`config.mk`:
```
export PLATFORM = sky130hd
export DESIGN_NAME = median3_mean_filter
export DESIGN_NICKNAME = d
export VERILOG_FILES = /design/src/hw/rtl/m3mf_pkg.sv /design/src/hw/rtl/m3mf_front.sv /design/src/hw/rtl/m3mf_queue.sv /design/src/hw/rtl/m3mf_back.sv /design/src/hw/rtl/median3_mean_filter.sv
export SDC_FILE = /design/constraint.sdc
export NUM_CORES = 1
export LEC_CHECK = 0
export BUFFER_PORTS_ARGS = -buffer_cell sky130_fd_sc_hd__buf_4
export CAP_MARGIN = 30
export CELL_PAD_IN_SITES_DETAIL_PLACEMENT = 1
export CELL_PAD_IN_SITES_GLOBAL_PLACEMENT = 2
export CORE_ASPECT_RATIO = 2
export CORE_MARGIN = 8
export CORE_UTILIZATION = 38
export DETAILED_ROUTE_END_ITERATION = 8
export PLACE_DENSITY_LB_ADDON = 0.1
export SETUP_SLACK_MARGIN = 0.02
export SYNTH_ARGS = -nofsm -noshare
export SYNTH_HDL_FRONTEND = slang
export SYNTH_SLANG_ARGS = --single-unit
```
`constraint.sdc`:
```
create_clock -name clk_i -period 5.6 [get_ports clk_i]
set_input_delay 1.12 -clock clk_i [delete_from_list [all_inputs] [get_ports clk_i]]
set_output_delay 1.12 -clock clk_i [all_outputs]
set_load 0.02 [all_outputs]
```
`src/hw/rtl/m3mf_pkg.sv`:
```
// Package for the median-of-three block-average filter.
// Holds the widths, register indexes, state encodings and the job record.
// Used by every module of the filter; depends on nothing.
package m3mf_pkg;

  localparam int SAMPLE_BITS   = 12;
  localparam int COUNT_BITS    = 8;
  localparam int SUM_BITS      = SAMPLE_BITS + COUNT_BITS;
  localparam int CHAN_BITS     = 5;
  localparam int CFG_DATA_BITS = 8;
  localparam int CFG_IDX_BITS  = 1;
  localparam int STEP_BITS     = $clog2(SUM_BITS);
  localparam int QUEUE_DEPTH   = 2;
  localparam int QPTR_BITS     = $clog2(QUEUE_DEPTH);
  localparam int QCNT_BITS     = $clog2(QUEUE_DEPTH + 1);

  typedef enum logic [CFG_IDX_BITS-1:0] {
    CFG_AVERAGE_COUNT  = 1'b0,
    CFG_CHANNEL_SELECT = 1'b1
  } cfg_reg_e;

  typedef enum logic [1:0] {
    PH_FIRST  = 2'd0,
    PH_SECOND = 2'd1,
    PH_THIRD  = 2'd2
  } phase_e;

  typedef enum logic [1:0] {
    BK_IDLE = 2'd0,
    BK_DIV  = 2'd1,
    BK_WAIT = 2'd2
  } bk_state_e;

  typedef struct packed {
    logic [SUM_BITS-1:0]   sum;
    logic [COUNT_BITS-1:0] count;
    logic [CHAN_BITS-1:0]  channel;
  } job_t;

endpackage

```
`src/hw/rtl/m3mf_front.sv`:
```
// Front end of the filter: configuration registers, sample triples, median
// and block accumulation. Emits one division job per completed block.
// Depends on m3mf_pkg.
module m3mf_front import m3mf_pkg::*; (
  input  logic                     clk_i,
  input  logic                     rst_ni,
  input  logic                     cfg_we_i,
  input  logic [CFG_IDX_BITS-1:0]  cfg_idx_i,
  input  logic [CFG_DATA_BITS-1:0] cfg_data_i,
  input  logic                     accept_i,
  input  logic [SAMPLE_BITS-1:0]   sample_i,
  output logic                     job_push_o,
  output job_t                     job_o
);

  function automatic logic [SAMPLE_BITS-1:0] middle_of(
    input logic [SAMPLE_BITS-1:0] a,
    input logic [SAMPLE_BITS-1:0] b,
    input logic [SAMPLE_BITS-1:0] c
  );
    logic [SAMPLE_BITS-1:0] lo;
    logic [SAMPLE_BITS-1:0] hi;
    lo = (a > b) ? b : a;
    hi = (a > b) ? a : b;
    if (c > hi) begin
      return hi;
    end else if (c > lo) begin
      return c;
    end
    return lo;
  endfunction

  logic [COUNT_BITS-1:0]  avg_count_q;
  logic [CHAN_BITS-1:0]   chan_q;
  phase_e                 phase_q, phase_d;
  logic [COUNT_BITS-1:0]  tally_q, tally_d;
  logic [SUM_BITS-1:0]    sum_q, sum_d;
  logic [SAMPLE_BITS-1:0] first_q, second_q;

  logic [SAMPLE_BITS-1:0] med;
  logic [SUM_BITS-1:0]    sum_add;
  logic [COUNT_BITS-1:0]  tally_add;
  logic [COUNT_BITS-1:0]  count_eff;
  logic                   block_done;

  assign med        = middle_of(first_q, second_q, sample_i);
  assign sum_add    = sum_q + {{COUNT_BITS{1'b0}}, med};
  assign tally_add  = tally_q + COUNT_BITS'(1);
  assign count_eff  = (avg_count_q == '0) ? COUNT_BITS'(1) : avg_count_q;
  assign block_done = (tally_add >= count_eff);

  always_comb begin
    phase_d    = phase_q;
    tally_d    = tally_q;
    sum_d      = sum_q;
    job_push_o = 1'b0;
    if (accept_i) begin
      unique case (phase_q)
        PH_SECOND: begin
          phase_d = PH_THIRD;
        end
        PH_THIRD: begin
          phase_d = PH_FIRST;
          if (block_done) begin
            job_push_o = 1'b1;
            tally_d    = '0;
            sum_d      = '0;
          end else begin
            tally_d = tally_add;
            sum_d   = sum_add;
          end
        end
        default: begin
          phase_d = PH_SECOND;
        end
      endcase
    end
  end

  assign job_o.sum     = sum_add;
  assign job_o.count   = count_eff;
  assign job_o.channel = chan_q;

  always_ff @(posedge clk_i or negedge rst_ni) begin
    if (!rst_ni) begin
      avg_count_q <= COUNT_BITS'(1);
      chan_q      <= '0;
      phase_q     <= PH_FIRST;
      tally_q     <= '0;
      sum_q       <= '0;
    end else begin
      if (cfg_we_i) begin
        unique case (cfg_reg_e'(cfg_idx_i))
          CFG_AVERAGE_COUNT:  avg_count_q <= cfg_data_i[COUNT_BITS-1:0];
          CFG_CHANNEL_SELECT: chan_q      <= cfg_data_i[CHAN_BITS-1:0];
          default: ;
        endcase
      end
      phase_q <= phase_d;
      tally_q <= tally_d;
      sum_q   <= sum_d;
    end
  end

  always_ff @(posedge clk_i or negedge rst_ni) begin
    if (!rst_ni) begin
      first_q  <= '0;
      second_q <= '0;
    end else if (accept_i) begin
      if (phase_q == PH_SECOND) begin
        second_q <= sample_i;
      end else if (phase_q != PH_THIRD) begin
        first_q <= sample_i;
      end
    end
  end

endmodule

```
`src/hw/rtl/m3mf_queue.sv`:
```
// Short job queue between the front end and the divider.
// Two entries of job_t with read and write pointers and a fill count.
// Depends on m3mf_pkg.
module m3mf_queue import m3mf_pkg::*; (
  input  logic clk_i,
  input  logic rst_ni,
  input  logic push_i,
  input  job_t job_i,
  input  logic pop_i,
  output job_t job_o,
  output logic full_o,
  output logic empty_o
);

  job_t                 entry_q [QUEUE_DEPTH];
  logic [QPTR_BITS-1:0] wr_ptr_q, rd_ptr_q;
  logic [QCNT_BITS-1:0] fill_q;
  logic                 do_push, do_pop;

  assign full_o  = (fill_q == QCNT_BITS'(QUEUE_DEPTH));
  assign empty_o = (fill_q == '0);
  assign do_push = push_i && !full_o;
  assign do_pop  = pop_i && !empty_o;
  assign job_o   = entry_q[rd_ptr_q];

  always_ff @(posedge clk_i or negedge rst_ni) begin
    if (!rst_ni) begin
      wr_ptr_q <= '0;
      rd_ptr_q <= '0;
      fill_q   <= '0;
    end else begin
      if (do_push) begin
        wr_ptr_q <= wr_ptr_q + QPTR_BITS'(1);
      end
      if (do_pop) begin
        rd_ptr_q <= rd_ptr_q + QPTR_BITS'(1);
      end
      if (do_push && !do_pop) begin
        fill_q <= fill_q + QCNT_BITS'(1);
      end else if (do_pop && !do_push) begin
        fill_q <= fill_q - QCNT_BITS'(1);
      end
    end
  end

  always_ff @(posedge clk_i) begin
    if (do_push) begin
      entry_q[wr_ptr_q] <= job_i;
    end
  end

endmodule

```
`src/hw/rtl/m3mf_back.sv`:
```
// Back end of the filter: restoring divider, one quotient bit per cycle,
// saturation to the sample range and the output register.
// Depends on m3mf_pkg.
module m3mf_back import m3mf_pkg::*; (
  input  logic                   clk_i,
  input  logic                   rst_ni,
  input  logic                   job_valid_i,
  input  job_t                   job_i,
  output logic                   job_pop_o,
  input  logic                   pop_i,
  output logic                   empty_o,
  output logic [SAMPLE_BITS-1:0] average_o,
  output logic [CHAN_BITS-1:0]   source_channel_o
);

  bk_state_e              state_q, state_d;
  logic [STEP_BITS-1:0]   step_q;
  logic [COUNT_BITS-1:0]  rem_q;
  logic [SUM_BITS-1:0]    quo_q;
  logic [COUNT_BITS-1:0]  div_q;
  logic [CHAN_BITS-1:0]   chan_q;
  logic                   out_valid_q;
  logic [SAMPLE_BITS-1:0] out_avg_q;
  logic [CHAN_BITS-1:0]   out_chan_q;

  logic [COUNT_BITS:0]    trial;
  logic                   trial_ge;
  logic [COUNT_BITS:0]    trial_sub;
  logic                   load_out;
  logic                   last_step;
  logic [SAMPLE_BITS-1:0] quo_sat;

  assign trial     = {rem_q, quo_q[SUM_BITS-1]};
  assign trial_ge  = (trial >= {1'b0, div_q});
  assign trial_sub = trial - {1'b0, div_q};
  assign last_step = (step_q == STEP_BITS'(SUM_BITS - 1));
  assign quo_sat   = (quo_q > SUM_BITS'({SAMPLE_BITS{1'b1}})) ? {SAMPLE_BITS{1'b1}}
                                                             : quo_q[SAMPLE_BITS-1:0];

  always_comb begin
    state_d = state_q;
    unique case (state_q)
      BK_IDLE: if (job_valid_i) state_d = BK_DIV;
      BK_DIV:  if (last_step) state_d = BK_WAIT;
      BK_WAIT: if (!out_valid_q || pop_i) state_d = BK_IDLE;
      default: state_d = BK_IDLE;
    endcase
  end

  always_comb begin
    job_pop_o = 1'b0;
    load_out  = 1'b0;
    unique case (state_q)
      BK_IDLE: job_pop_o = job_valid_i;
      BK_WAIT: load_out  = !out_valid_q || pop_i;
      default: ;
    endcase
  end

  always_ff @(posedge clk_i or negedge rst_ni) begin
    if (!rst_ni) begin
      state_q     <= BK_IDLE;
      step_q      <= '0;
      out_valid_q <= 1'b0;
    end else begin
      state_q <= state_d;
      if (job_pop_o) begin
        step_q <= '0;
      end else if (state_q == BK_DIV) begin
        step_q <= step_q + STEP_BITS'(1);
      end
      if (load_out) begin
        out_valid_q <= 1'b1;
      end else if (pop_i) begin
        out_valid_q <= 1'b0;
      end
    end
  end

  always_ff @(posedge clk_i) begin
    if (job_pop_o) begin
      rem_q  <= '0;
      quo_q  <= job_i.sum;
      div_q  <= job_i.count;
      chan_q <= job_i.channel;
    end else if (state_q == BK_DIV) begin
      rem_q <= trial_ge ? trial_sub[COUNT_BITS-1:0] : trial[COUNT_BITS-1:0];
      quo_q <= {quo_q[SUM_BITS-2:0], trial_ge};
    end
    if (load_out) begin
      out_avg_q  <= quo_sat;
      out_chan_q <= chan_q;
    end
  end

  assign empty_o          = !out_valid_q;
  assign average_o        = out_avg_q;
  assign source_channel_o = out_chan_q;

endmodule

```
`src/hw/rtl/median3_mean_filter.sv`:
```
// Median-of-three block-average filter, top level.
// Takes one sample per cycle while the queue is not full; the divider takes one
// job at a time, one quotient bit a cycle, then waits for the output register.
// A two-entry job queue lets the front keep taking samples during a division;
// the input stalls only while the queue holds two jobs.
// Reset clears the phase, tally, sum, queue and output valid flag; average_count
// resets to 1 and channel_select to 0.
module median3_mean_filter import m3mf_pkg::*; (
  input  logic                     clk_i,
  input  logic                     rst_ni,
  input  logic                     cfg_we_i,
  input  logic [CFG_IDX_BITS-1:0]  cfg_idx_i,
  input  logic [CFG_DATA_BITS-1:0] cfg_data_i,
  input  logic                     push,
  output logic                     full,
  input  logic [SAMPLE_BITS-1:0]   sample_i,
  output logic                     empty,
  input  logic                     pop,
  output logic [SAMPLE_BITS-1:0]   average_o,
  output logic [CHAN_BITS-1:0]     source_channel_o
);

  logic accept;
  logic q_push, q_pop, q_full, q_empty;
  job_t front_job, q_job;

  assign accept = push && !q_full;
  assign full   = q_full;

  m3mf_front u_front (
    .clk_i      (clk_i),
    .rst_ni     (rst_ni),
    .cfg_we_i   (cfg_we_i),
    .cfg_idx_i  (cfg_idx_i),
    .cfg_data_i (cfg_data_i),
    .accept_i   (accept),
    .sample_i   (sample_i),
    .job_push_o (q_push),
    .job_o      (front_job)
  );

  m3mf_queue u_queue (
    .clk_i   (clk_i),
    .rst_ni  (rst_ni),
    .push_i  (q_push),
    .job_i   (front_job),
    .pop_i   (q_pop),
    .job_o   (q_job),
    .full_o  (q_full),
    .empty_o (q_empty)
  );

  m3mf_back u_back (
    .clk_i            (clk_i),
    .rst_ni           (rst_ni),
    .job_valid_i      (!q_empty),
    .job_i            (q_job),
    .job_pop_o        (q_pop),
    .pop_i            (pop),
    .empty_o          (empty),
    .average_o        (average_o),
    .source_channel_o (source_channel_o)
  );

  a_no_push_when_full: assert property (@(posedge clk_i) disable iff (!rst_ni)
    !(q_push && q_full))
    else $error("job pushed into a full queue");

  a_no_pop_when_empty: assert property (@(posedge clk_i) disable iff (!rst_ni)
    !(q_pop && q_empty))
    else $error("job taken from an empty queue");

  a_divisor_nonzero: assert property (@(posedge clk_i) disable iff (!rst_ni)
    q_pop |-> (q_job.count != '0))
    else $error("division job with a zero count");

endmodule

```
## Word-level counts from Yosys, hierarchy flattened

Memory sizes are Yosys's and may differ from the RTL's.
Cells that the tools add are included.

- Equality and inequality tests: 10
- Order comparisons: 6
- Mux-type cells: 31
- Bitwise operators: 2
- Reductions and logical operators: 23
- Add/subtract/negate cells: 8

Operator list:

| kind | number |
|---|---|
| two-way mux 12 bit | 5 |
| two-way mux 20 bit | 3 |
| greater-than comparator 12 bit | 3 |
| two-way mux 8 bit | 3 |
| adder 20 x 12 -> 20 bit | 1 |
| greater-than comparator 20 x 12 -> 1 bit, second input constant | 1 |
| two-way mux 1 bit | 11 |
| two-way mux 2 bit | 5 |
| two-way mux 5 bit | 2 |
| greater-or-equal comparator 9 x 8 -> 1 bit | 1 |
| adder 8 x 1 -> 8 bit, second input constant | 1 |
| greater-or-equal comparator 8 bit | 1 |
| zero test 8 bit | 1 |
| AND reduction 2 bit | 4 |
| subtractor 8 bit | 1 |
| == test 2 bit, second input constant | 3 |
| case mux 2 bit (3 select lines) | 1 |
| AND reduction 3 bit | 2 |
| nonzero test 2 bit | 3 |
| adder 5 x 1 -> 5 bit, second input constant | 1 |
| == test 5 bit, second input constant | 1 |
| logical AND 1 bit | 5 |
| zero test 1 bit | 5 |
| == test 2 x 1 -> 1 bit, second input constant | 2 |
| other kinds (9) | 14 |

- Word-level logic and storage cells: 100
- Memories: 1
- Output and inout port bits: 19
- Register bits: 137
- Bits of input ports: 26
- Bits in writable memories: 66

Memories:

| name | depth | width | read ports | clocked after memory_dff | write ports | RTL line | source |
|---|---|---|---|---|---|---|---|
| u_queue.entry_q | 2 | 33 | 1 | 0 | 1 | m3mf_queue.sv:15 | `job_t entry_q [QUEUE_DEPTH];` |

## Logic depth before layout (Yosys ltp)

Gate-level depths: netlist of the first run.

- Depth in word-level cells: 11
- Mapped depth: 29

## Hierarchy

From an unflattened synthesis of the first run, not the netlist that was laid out.

- Cells, all modules: 935
- Area total of the unflattened synthesis: 10662.7 um^2

By module, submodules not included:

| module | sequential area each (um^2) | cells an instance | area an instance (um^2) | instances |
|---|---|---|---|---|
| m3mf_front | 1677.9 | 582 | 4902.2 | 1 |
| m3mf_back | 1861.8 | 229 | 3012.9 | 1 |
| m3mf_queue | 2082.0 | 122 | 2730.1 | 1 |
| median3_mean_filter | 0.0 | 2 | 17.5 | 1 |

## Worst setup path after synthesis of the first run

No wires, ideal clock.

- Path kind: reg-to-reg
- Start: reg u_front.second_q[1]
- End: mem u_queue.entry_q[0][27] in the netlist's numbering, data pin
- Required time: 5.338 ns
- Stages on the path, launching flop included: 27
- Setup slack: -0.024 ns
- Buffers on the path: 2
- Data arrival time: 5.362 ns
- Cells stage by stage: dfrtp_1 > inv_1 > ha_1 > nor2b_1 > o211ai_2 > a211oi_2 > o31ai_4 > clkbuf_1 > a21oi_1 > ha_1 > a21oi_1 > a21oi_1 > a211oi_1 > o221a_2 > o211ai_2 > o31ai_4 > buf_6 > a221oi_2 > ha_1 > inv_1 > fa_1 > nor2b_1 > o31a_1 > o211ai_1 > a31oi_2 > nand3_1 > xnor2_1

RTL lines:

| item | RTL line | source |
|---|---|---|
| start, declared | m3mf_front.sv:38 | `logic [SAMPLE_BITS-1:0] first_q, second_q;` |
| start signal, assigned | m3mf_front.sv:111 | `second_q <= sample_i;` |
| end, declared | m3mf_queue.sv:15 |  |

==> impl_metrics.py, run 1 <==
metrics = {
    "final_layout": {
        "finalNonFillerCells": 1386,
        "diodes": 0,
        "nets": 1117,
        "fillers": 2900,
        "area_delta_synth_final_pct": 23.1,
        "drive_above_1_share_pct": 29.9,
    },
    "drt": {
        "vias": 7186,
        "routed_via_density": 5.18,
        "routedWlPerCell_um": 19.0,
        "dr.first_iter.drc_count": 304,
        "antenna_left": 0,
        "drtPass1Iterations": 4,
        "wirelength_um": 26400,
        "drc_errors": 0,
    },
    "global_route": {
        "grt_pass1_vias": 7585,
        "grt_max_degree": 48,
        "grt-ovfl-total": 0,
        "antenna_found_initial": 0,
        "grt_pass1_wl_um": 41500,
        "grtUsageTotal_pct": 15.5,
    },
    "yosys": {
        "synth_compound_gate_area_share_pct": 13.5,
        "yosys_warnings": 0,
        "synthArstFlopShare_pct": 38.9,
        "ys_ff_latch": 203,
        "synthCells": 902,
        "synth_fp_nets": 1000,
        "synth_top_family_by_area": "compound AO/OA/AOI/OAI gates",
        "ys_seq_area_share_pct": 54.0,
        "syn_area_per_cell_sq_um": 11.5,
        "netlist_area_sq_mm": 0.0104,
        "synth-main-ff-cell": "edfxtp_1",
        "synth-simple-area-share_pct": 10.2,
        "synthAdderAreaFrac_pct": 8.79,
        "synth_cell_types": 62,
        "synthMuxAreaShare_pct": 7.33,
        "synth_xor_area_share_pct": 2.78,
        "synth_edf_count": 116,
    },
    "sta": {
        "fin_worst_skew_ns": 0.0128,
        "fin_ws_ns": -0.0536,
        "drv_slew": 0,
        "fin_crit_sh_pct": 101,
        "rsz0062_at_grt": "yes",
        "fin_crit_ns": 5.65,
        "tns_ns": -0.254,
        "relSlewSlack_pct": 39.4,
        "worst_slew_pin_slew_ns": 0.907,
        "clock.fmax_ghz": 0.177,
        "fin_hold_ws_ns": 0.425,
        "report.final.hold_viol_count": 0,
        "final-setup-viol-count": 7,
    },
    "clocking": {
        "cts_hold_buf": 0,
        "cts_tree": "yes",
        "path_clk_slew_ns": 0.06,
        "clk_latency_ns": 0.52,
        "cts.path.max_buffers": 3,
        "htree_levels": 1,
        "cts_buffers": 21,
        "root_buffer": "clkbuf_16",
        "cts_sinks": 203,
    },
    "job": {
        "drv_cap": 0,
    },
    "setup_path": {
        "path_max_fanout": 6,
        "worstSetupPathType": "reg2reg",
        "max_stage_delay_ns": 0.40,
        "slowest_stage": "fa_2",
        "cp-start-kind": "flip-flop",
        "cp_data_arrival_time_ns": 5.90,
        "cp.required_ns": 5.85,
        "cp-end-kind": "flip-flop",
    },
    "floorplan": {
        "fp.dieArea_sq_mm": 0.0333,
        "io_pins": 45,
        "coreArea_sq_mm": 0.0272,
        "chipWidth_um": 133,
        "rows": 86,
        "die_y_um": 250,
        "initial_core_util_pct": 38.3,
    },
    "hold_path": {
        "hp-class": "reg2reg",
    },
    "outcome": {
        "violations": "setup timing",
        "status": "finished with violations",
    },
    "place": {
        "port_buffers": 44,
        "post-dp-hpwl_um": 18200,
        "place_congestion": 0.803,
        "placedCellCount": 1313,
    },
}
cell usage in the layout (no fill, tap or decap), drive strengths merged, types with 13 or more instances in the layout:
cell type / count
o21ai: 71
mux2: 42
nand3: 18
xnor2: 20
xor2: 13
buf: 129
dfrtp: 78
a21oi: 53
nor2: 46
mux2i: 29
inv: 51
clkbuf: 33
edfxtp: 116
nand2: 100
ha: 70
or2: 13
state kept, by name, summed over array words and instances, names as in the netlist, 5 cells and up:
signal	flops
u_back.average_o	12
u_back.source_channel_o	5
u_back.quo_q	20
u_front.tally_q	8
u_back.chan_q	5
u_queue.entry_q	66
u_front.chan_q	5
u_back.rem_q	8
u_front.first_q	12
u_back.div_q	8
u_front.avg_count_q	8
u_front.second_q	12
u_back.step_q	5
u_front.sum_q	20
worst max-delay path: cells and delay by family, from the launching register on:
family	cells	cell delay, ns
compound gates	10	2.09
xor+xnor	1	0.17
buf+inv	5	0.67
simple gates	6	0.86
fa+ha+maj	4	1.22
flops	1	0.38
logic make-up (layout without fill, tap and decap cells):
| family | Yosys count | count (layout) |
|---|---|---|
| fa+ha+maj | 72 | 72 |
| compound gates | 205 | 205 |
| xor+xnor | 33 | 33 |
| mux | 71 | 71 |
| flops | 203 | 203 |
| buf+inv | 87 | 219 |
| simple gates | 231 | 231 |
cell type report:
class	count	area (sq um)	share of cell area, %
Sequential cell	203	5620	43.8
Clock buffer	31	563	4.39
Tap cell	352	440	3.43
Clock inverter	7	36.3	0.283
Inverter	50	188	1.46
Timing Repair Buffer	131	1070	8.33
Multi-Input combinational cell	612	4910	38.3
Yosys cell counts, types with 6 or more instances:
library cell  count  area, sq um
a211oi_2          6         75.1
a21o_1            8         60.1
a21oi_1          52          260
a221oi_2          7          105
a22o_1            6         52.6
and3_1            8         50.1
clkbuf_1         27          101
dfrtp_1          78         1950
dfxtp_1           8          160
edfxtp_1        116         3480
ha_1             70          876
inv_1            50          188
mux2_2           42          473
mux2i_1          29          290
nand2_1          99          372
nand2b_1         10         62.6
nand3_1          18         90.1
nand4_1           9         56.3
nor2_1           46          173
nor2b_1          11         68.8
o211ai_1          7         52.6
o21a_1            6         45.0
o21ai_0          63          315
o21ai_1           8         40.0
o31ai_1           8         60.1
or2_2            13         81.3
xnor2_1          20          175
xor2_1           13          114
path summary, 6_finish.rpt:
path	startpoint	end	slack, ns	depth (start not counted)
hold / removal	u_back.chan_q[1]$_DFFE_PP_	u_back.source_channel_o[1]$_DFFE_PP_	0.42	0
hold reg to reg	u_back.chan_q[1]$_DFFE_PP_	u_back.source_channel_o[1]$_DFFE_PP_	0.42	0
setup / recovery	u_front.second_q[11]$_DFFE_PN0P_	u_queue.entry_q[0][27]$_DFFE_PP_	-0.05	26
min in group asynchronous	rst_ni	u_back.step_q[0]$_DFFE_PN0P_	0.60	1
setup reg to reg	u_front.second_q[11]$_DFFE_PN0P_	u_queue.entry_q[0][27]$_DFFE_PP_	-0.05	26
max in group asynchronous	rst_ni	u_front.first_q[11]$_DFFE_PN0P_	3.97	2
stage by stage:
| stage | setup slack, ns | utilization, % | cell area (sq um) |
|---|---|---|---|
| CTS | 0.0237 | 45.1 | 12300 |
| global route | -0.259 | 47.1 | 12800 |
| floorplan | 0.0379 | - | 10400 |
| detailed placement | -0.189 | 42.0 | 11400 |
| global placement | 0.0180 | 42.0 | 11400 |
| finish | -0.0536 | 47.1 | 12800 |
per-layer routing:
| metal | GRT usage [%] | vias up | routed length (um) |
|---|---|---|---|
| met4 | 5.81 | 0 | 643 |
| met2 | 26.3 | 75 | 13000 |
| li1 | - | 3501 | - |
| met1 | 19.7 | 3577 | 12000 |
| met3 | 2.05 | 33 | 686 |
| met5 | 0 | - | 0 |
what timing repair did:
| item | 4_1_cts | 5_1_grt |
|---|---|---|
| gates resized for setup | 21 | 71 |
| endpoints found under the setup margin | 29 | 39 |
| gates cloned | 0 | 3 |
| buffers inserted | 14 | 20 |
| pin swaps | 15 | 56 |
Power of run 1 is left out: the tool's default activity adds up to more than one toggle a clock period on the data nets, which glitch-free logic cannot reach.
==> run 2: changes to the inputs <==
--- a/config.mk
+++ b/config.mk
@@ -5,16 +5,17 @@
 export SDC_FILE = /design/constraint.sdc
 export NUM_CORES = 1
 export LEC_CHECK = 0
+export ABC_AREA = 1
 export BUFFER_PORTS_ARGS = -buffer_cell sky130_fd_sc_hd__buf_4
 export CAP_MARGIN = 30
 export CELL_PAD_IN_SITES_DETAIL_PLACEMENT = 1
 export CELL_PAD_IN_SITES_GLOBAL_PLACEMENT = 2
 export CORE_ASPECT_RATIO = 2
 export CORE_MARGIN = 8
-export CORE_UTILIZATION = 38
+export CORE_UTILIZATION = 35
 export DETAILED_ROUTE_END_ITERATION = 8
 export PLACE_DENSITY_LB_ADDON = 0.1
-export SETUP_SLACK_MARGIN = 0.02
+export RECOVER_POWER = 50
 export SYNTH_ARGS = -nofsm -noshare
 export SYNTH_HDL_FRONTEND = slang
 export SYNTH_SLANG_ARGS = --single-unit
==> run 2 against run 1 <==
- the run ends with capacitance limit, slew limit left
- maximum frequency is 9.7% higher
- via count up 17%
- non-clock buffer count shrank 68
- register-to-register slack improved by 0.50 ns
- clock-buffer cell count down 3
- routed wire length grew 16%
- clock skew grew 0.0026 ns
- first-iteration DRC count is 5.9% lower
- sequential cell count unchanged
- cell count rose by 25%
- setup slack better by 0.50 ns
- critical endpoint is now u_queue.entry_q[1][31]$_DFFE_PP_
==> impl_metrics.py, run 2 <==
metrics = {
    "outcome": {
        "status": "finished with violations",
        "violations": "capacitance limit, slew limit",
    },
    "yosys": {
        "synth_cell_types": 49,
        "synth_fp_nets": 1344,
        "ys_ff_latch": 203,
        "syn_area_per_cell_sq_um": 8.82,
        "synth_commonest_cells": "367 x nand2_1, 162 x inv_1, 116 x edfxtp_1, 81 x nor2_1, 78 x dfrtp_1",
        "synth_top_area_cell": "edfxtp_1",
        "synth.most_common_cell": "nand2_1",
        "yosys.area.top_type_share_pct": 31.7,
        "synth_edf_count": 116,
        "yosys_warnings": 0,
        "synth.area.top_cells": "edfxtp_1 32%, dfrtp_1 18%, nand2_1 13%, ha_1 8.0%, inv_1 5.5%",
        "synthArstFlopShare_pct": 38.9,
        "synthCells": 1246,
        "netlist_area_sq_mm": 0.0110,
        "synth-main-ff-cell": "edfxtp_1",
        "ys_seq_area_share_pct": 51.1,
    },
    "clocking": {
        "cts_tree": "yes",
        "cts_buffers": 22,
        "root_buffer": "clkbuf_16",
        "cts.path.max_buffers": 3,
        "path_clk_slew_ns": 0.07,
        "cts_sinks": 203,
        "clk_latency_ns": 0.53,
        "htree_levels": 1,
    },
    "sta": {
        "relSlewSlack_pct": -80.8,
        "final-setup-viol-count": 0,
        "report.final.hold_viol_count": 0,
        "clock.fmax_ghz": 0.194,
        "drv_slew": 125,
        "worst_slew_pin_slew_ns": 2.71,
        "tns_ns": 0,
        "fin_crit_sh_pct": 92.0,
        "fin_crit_ns": 5.15,
        "rsz0062_at_grt": "no",
        "fin_worst_skew_ns": 0.0154,
    },
    "global_route": {
        "grt_pass1_wl_um": 49100,
        "grt_max_degree": 57,
        "grt-ovfl-total": 0,
        "grt_pass1_vias": 9083,
        "antenna_found_initial": 0,
        "grtUsageTotal_pct": 16.6,
    },
    "floorplan": {
        "initial_core_util_pct": 35.2,
        "fp.dieArea_sq_mm": 0.0377,
        "chipWidth_um": 141,
        "io_pins": 45,
        "die_y_um": 267,
        "rows": 92,
        "coreArea_sq_mm": 0.0312,
    },
    "setup_path": {
        "cp.required_ns": 5.88,
        "worst_r2r_path_depth": 34,
        "path_max_fanout": 18,
        "r2r_slack_ns": 0.45,
        "cp-start-kind": "flip-flop",
        "crit_path_end": "u_queue.entry_q[1][31]$_DFFE_PP_",
        "timing.rr.start": "u_front.second_q[9]$_DFFE_PN0P_",
        "slowest_stage": "fa_1",
        "r2r_end": "u_queue.entry_q[1][31]$_DFFE_PP_",
        "crit_top_cell": "nand2_1",
        "crit_start": "u_front.second_q[9]$_DFFE_PN0P_",
        "worstSetupPathType": "reg2reg",
        "cp-end-kind": "flip-flop",
        "cp_data_arrival_time_ns": 5.44,
        "max_stage_delay_ns": 0.41,
    },
    "drt": {
        "drc_errors": 0,
        "routed_via_density": 4.84,
        "vias": 8399,
        "dr.first_iter.drc_count": 286,
        "antenna_left": 0,
        "routedWlPerCell_um": 17.6,
        "drtPass1Iterations": 4,
        "wirelength_um": 30500,
    },
    "final_layout": {
        "drive_above_1_share_pct": 11.4,
        "nets": 1393,
        "largest_register_ffs": 66,
        "top_register": "u_queue.entry_q",
        "final_cell_mix": "367 x nand2_1, 163 x inv_1, 116 x edfxtp_1",
        "area_delta_synth_final_pct": 14.2,
        "reg_top3": "u_queue.entry_q x66, u_back.quo_q x20, u_front.sum_q x20",
        "diodes": 0,
        "fillers": 3636,
        "mostFrequentLayoutCell": "nand2_1",
    },
    "hold_path": {
        "hp-class": "reg2reg",
        "hp-start": "u_back.chan_q[4]$_DFFE_PP_",
    },
    "place": {
        "port_buffers": 44,
        "place_congestion": 0.836,
        "post-dp-hpwl_um": 22000,
    },
    "job": {
        "drv_cap": 3,
    },
}
## run 2: cell types whose count changed in the layout (fill, tap and decap cells not counted), sizes merged, moves of 11 or more
cell | previous run | this run
a31oi | 3 | 20
or2 | 13 | 0
mux2 | 42 | 0
nand3 | 18 | 68
nor2 | 46 | 86
inv | 51 | 170
xnor2 | 20 | 9
nor2b | 11 | 0
a211oi | 11 | 0
nand2 | 100 | 399
buf | 129 | 52
mux2i | 29 | 1
a21oi | 53 | 35
## run 2: per-stage QoR
step / std cells / hold slack, ns / setup WS [ns] / utilization, % / cell area [sq um]
2_1_floorplan: 1246 / 0.400 / 1.38 / - / 11000
3_3_place_gp: 1687 / 0.403 / 0.281 / 37.7 / 11800
3_5_place_dp: 1687 / 0.407 / 0.214 / 37.7 / 11800
4_1_cts: 1727 / 0.421 / 0.183 / 40.0 / 12500
5_1_grt: 1734 / 0.431 / 0.0162 / 40.3 / 12600
6_report: 1734 / 0.420 / 0.448 / 40.3 / 12600
## run 2: final cells by class
cell class / instances / area (sq um) / share of cell area, %
multi-input combinational: 834 / 4580 / 36.5
inverter: 171 / 642 / 5.11
timing repair buffer: 63 / 455 / 3.63
sequential: 203 / 5620 / 44.8
tap: 423 / 529 / 4.21
clock buffer: 28 / 593 / 4.72
clock inverter: 12 / 135 / 1.08
## run 2: cell families after synthesis
group / synth area share, %
AO/OA/AOI/OAI: 7.90
XOR/XNOR: 2.05
adder cells (fa/ha/maj): 8.33
buffers and inverters: 7.68
flip-flops: 51.1
multiplexers: 0.0910
AND/OR/NAND/NOR: 22.8
## run 2: routing by layer
layer / global-route usage, % / vias up / share of wire (%)
li1: - / 4157 / -
met1: 20.5 / 4120 / 44
met2: 30.1 / 87 / 51
met3: 1.76 / 35 / 3.1
met4: 4.35 / 0 / 1.9
met5: 0 / - / 0
## run 2: worst min path at each step
stage	to	slack, ns	cells past startpoint
final	u_back.source_channel_o[4]$_DFFE_PP_	0.42	0
after global routing	u_back.source_channel_o[4]$_DFFE_PP_	0.43	0
after CTS	u_back.source_channel_o[4]$_DFFE_PP_	0.42	0
after detailed placement	u_back.source_channel_o[4]$_DFFE_PP_	0.41	0
after global placement	u_back.source_channel_o[4]$_DFFE_PP_	0.40	0
after floorplan	u_back.source_channel_o[0]$_DFFE_PP_	0.40	0
## run 2: critical path: cells and delay by family (launching register included)
kind                     cells  cell delay, ns
flip-flops                   1            0.35
buffers and inverters        8            0.85
AND/OR/NAND/NOR             21            2.37
AO/OA/AOI/OAI                1            0.15
adder cells (fa/ha/maj)      4            1.19
## run 2: what timing repair did
action                     CTS  global route
hold buffers                 0             0
gates resized for setup      0             9
setup endpoints to repair    0            18
buffers inserted             0             6
Power of run 2 is left out for the same reason.
==> run 3: changes to the inputs <==
--- a/config.mk
+++ b/config.mk
@@ -5,17 +5,18 @@
 export SDC_FILE = /design/constraint.sdc
 export NUM_CORES = 1
 export LEC_CHECK = 0
-export ABC_AREA = 1
 export BUFFER_PORTS_ARGS = -buffer_cell sky130_fd_sc_hd__buf_4
 export CAP_MARGIN = 30
 export CELL_PAD_IN_SITES_DETAIL_PLACEMENT = 1
 export CELL_PAD_IN_SITES_GLOBAL_PLACEMENT = 2
 export CORE_ASPECT_RATIO = 2
 export CORE_MARGIN = 8
-export CORE_UTILIZATION = 35
+export CORE_UTILIZATION = 38
 export DETAILED_ROUTE_END_ITERATION = 8
 export PLACE_DENSITY_LB_ADDON = 0.1
 export RECOVER_POWER = 50
+export SLEW_MARGIN = 20
 export SYNTH_ARGS = -nofsm -noshare
 export SYNTH_HDL_FRONTEND = slang
 export SYNTH_SLANG_ARGS = --single-unit
+export TNS_END_PERCENT = 30
==> run 3 against run 2 <==
- the run ends with capacitance limit, slew limit, setup timing left
- setup slack got worse by 0.47 ns
- global-route usage fell by 1.1 points
- register-to-register slack got worse by 0.47 ns
- sequential share of layout area fell by 0.63 points
- clock-buffer cell count rose by 3
- largest cell class unchanged
- highest routed layer unchanged
- critical path depth fell by 8
- die area fell by 12%
- critical endpoint is now u_queue.entry_q[0][27]$_DFFE_PP_
- cell count fell by 20%
==> impl_metrics.py, run 3 (synthesis gave the netlist of run 1 again) <==
metrics = {
    "outcome": {
        "status": "finished with violations",
        "violations": "capacitance limit, slew limit, setup timing",
    },
    "final_layout": {
        "area_delta_synth_final_pct": 22.3,
        "fillers": 2918,
        "drive_above_1_share_pct": 28.5,
        "reg_top3": "u_queue.entry_q x66, u_back.quo_q x20, u_front.sum_q x20",
        "final_cell_mix": "116 x edfxtp_1, 112 x buf_4, 94 x nand2_1",
        "mostFrequentLayoutCell": "edfxtp_1",
        "nets": 1118,
        "diodes": 0,
        "finalNonFillerCells": 1387,
        "multi_input_area_sq_mm": 0.00481,
        "top_register": "u_queue.entry_q",
        "final-seq-area_sq_mm": 0.00562,
        "largest_register_ffs": 66,
    },
    "setup_path": {
        "cp.required_ns": 5.85,
        "path_max_fanout": 6,
        "cp-end-kind": "flip-flop",
        "crit_path_end": "u_queue.entry_q[0][27]$_DFFE_PP_",
        "worst_r2r_path_depth": 26,
        "cp-start-kind": "flip-flop",
        "timing.rr.start": "u_front.first_q[9]$_DFFE_PN0P_",
        "r2r_slack_ns": -0.02,
        "crit_start": "u_front.first_q[9]$_DFFE_PN0P_",
        "cp_data_arrival_time_ns": 5.87,
        "r2r_end": "u_queue.entry_q[0][27]$_DFFE_PP_",
        "worstSetupPathType": "reg2reg",
    },
    "drt": {
        "antenna_left": 0,
        "dr.first_iter.drc_count": 292,
        "drc_errors": 0,
        "routedWlPerCell_um": 18.9,
        "routed_via_density": 5.19,
        "vias": 7203,
        "drtPass1Iterations": 4,
        "wirelength_um": 26200,
    },
    "clocking": {
        "htree_levels": 1,
        "cts_sinks": 203,
        "cts_buffers": 21,
        "clk_latency_ns": 0.51,
        "root_buffer": "clkbuf_16",
        "cts_hold_buf": 0,
        "path_clk_slew_ns": 0.06,
        "cts_tree": "yes",
        "cts.path.max_buffers": 3,
    },
    "sta": {
        "relSlewSlack_pct": -64.9,
        "clock.fmax_ghz": 0.178,
        "tns_ns": -0.0486,
        "drv_slew": 122,
        "fin_ws_ns": -0.0234,
        "fin_worst_skew_ns": 0.0120,
        "final-setup-viol-count": 4,
        "report.final.hold_viol_count": 0,
        "fin_hold_ws_ns": 0.425,
        "worst_slew_pin_slew_ns": 2.47,
        "fin_crit_ns": 5.62,
        "rsz0062_at_grt": "yes",
        "fin_crit_sh_pct": 100,
    },
    "place": {
        "port_buffers": 44,
        "placedCellCount": 1313,
        "post-dp-hpwl_um": 18200,
        "place_congestion": 0.803,
    },
    "global_route": {
        "antenna_found_initial": 0,
        "grt-ovfl-total": 0,
        "grt-busiest-layer": "met2",
        "grt_use_met3_pct": 2.05,
        "grt_pass1_wl_um": 41500,
        "use_met1_pct": 19.7,
        "use_met2_pct": 26.3,
        "grt_pass1_vias": 7584,
        "grt_max_degree": 48,
        "grtUsageTotal_pct": 15.5,
    },
    "floorplan": {
        "chipWidth_um": 133,
        "io_pins": 45,
        "rows": 86,
        "fp.dieArea_sq_mm": 0.0333,
        "die_y_um": 250,
        "initial_core_util_pct": 38.3,
        "coreArea_sq_mm": 0.0272,
    },
    "job": {
        "drv_cap": 3,
    },
    "hold_path": {
        "hp-class": "reg2reg",
    },
}
-- run 3: repair_timing --
item	CTS	global route
pin swaps	12	40
buffers inserted	13	20
gates cloned	0	3
setup endpoints to repair	28	37
gates resized for setup	21	63
-- run 3: how the worst min path moves through the flow --
stage | startpoint | cells past startpoint | to
after floorplan | u_back.chan_q[0]$_DFFE_PP_ | 0 | u_back.source_channel_o[0]$_DFFE_PP_
after CTS | u_back.chan_q[1]$_DFFE_PP_ | 0 | u_back.source_channel_o[1]$_DFFE_PP_
after global routing | u_back.chan_q[1]$_DFFE_PP_ | 0 | u_back.source_channel_o[1]$_DFFE_PP_
after global placement | u_back.chan_q[1]$_DFFE_PP_ | 0 | u_back.source_channel_o[1]$_DFFE_PP_
after detailed placement | u_back.chan_q[1]$_DFFE_PP_ | 0 | u_back.source_channel_o[1]$_DFFE_PP_
final | u_back.chan_q[1]$_DFFE_PP_ | 0 | u_back.source_channel_o[1]$_DFFE_PP_
-- run 3: through the flow --
| step | area [sq um] | util (%) | setup slack (ns) |
|---|---|---|---|
| 2_1_floorplan | 10400 | - | 0.0379 |
| 4_1_cts | 12300 | 45.1 | 0.0126 |
| 3_5_place_dp | 11400 | 42.0 | -0.189 |
| 6_report | 12700 | 46.8 | -0.0234 |
| 5_1_grt | 12700 | 46.8 | -0.205 |
| 3_3_place_gp | 11400 | 42.0 | 0.0180 |
-- run 3: critical path, cell delays in order, from the launching register on --
cell and delay [ns]:
dfrtp_1 0.43, ha_4 0.29, nand4_1 0.18, or3_4 0.46, o31a_1 0.14, buf_4 0.15
clkbuf_16 0.15, nor2_2 0.07, a21oi_1 0.05, ha_1 0.33, nand3_2 0.11, nor3_2 0.22
nand2_2 0.11, o221a_4 0.27, o211ai_4 0.21, o31ai_4 0.14, a221oi_2 0.33, ha_2 0.23
inv_2 0.04, fa_2 0.35, nor2b_2 0.14, o31a_1 0.17, o211ai_1 0.16, a31oi_2 0.22
buf_6 0.15, nand3_2 0.10, xnor2_1 0.17
-- run 3: metal layers --
metal | vias up | part of all wire, %
li1 | 3502 | -
met1 | 3578 | 45
met2 | 86 | 50
met3 | 37 | 2.8
met4 | 0 | 2.6
met5 | - | 0
-- run 3: area by class of cell --
type	count	share of cell area, %
flip-flops and latches	203	44.1
clock inverters	7	0.285
repair buffers	132	8.50
inverters	50	1.47
clock buffers	31	4.42
well taps	352	3.46
multi-input cells	612	37.7
Power of run 3 is left out for the same reason.
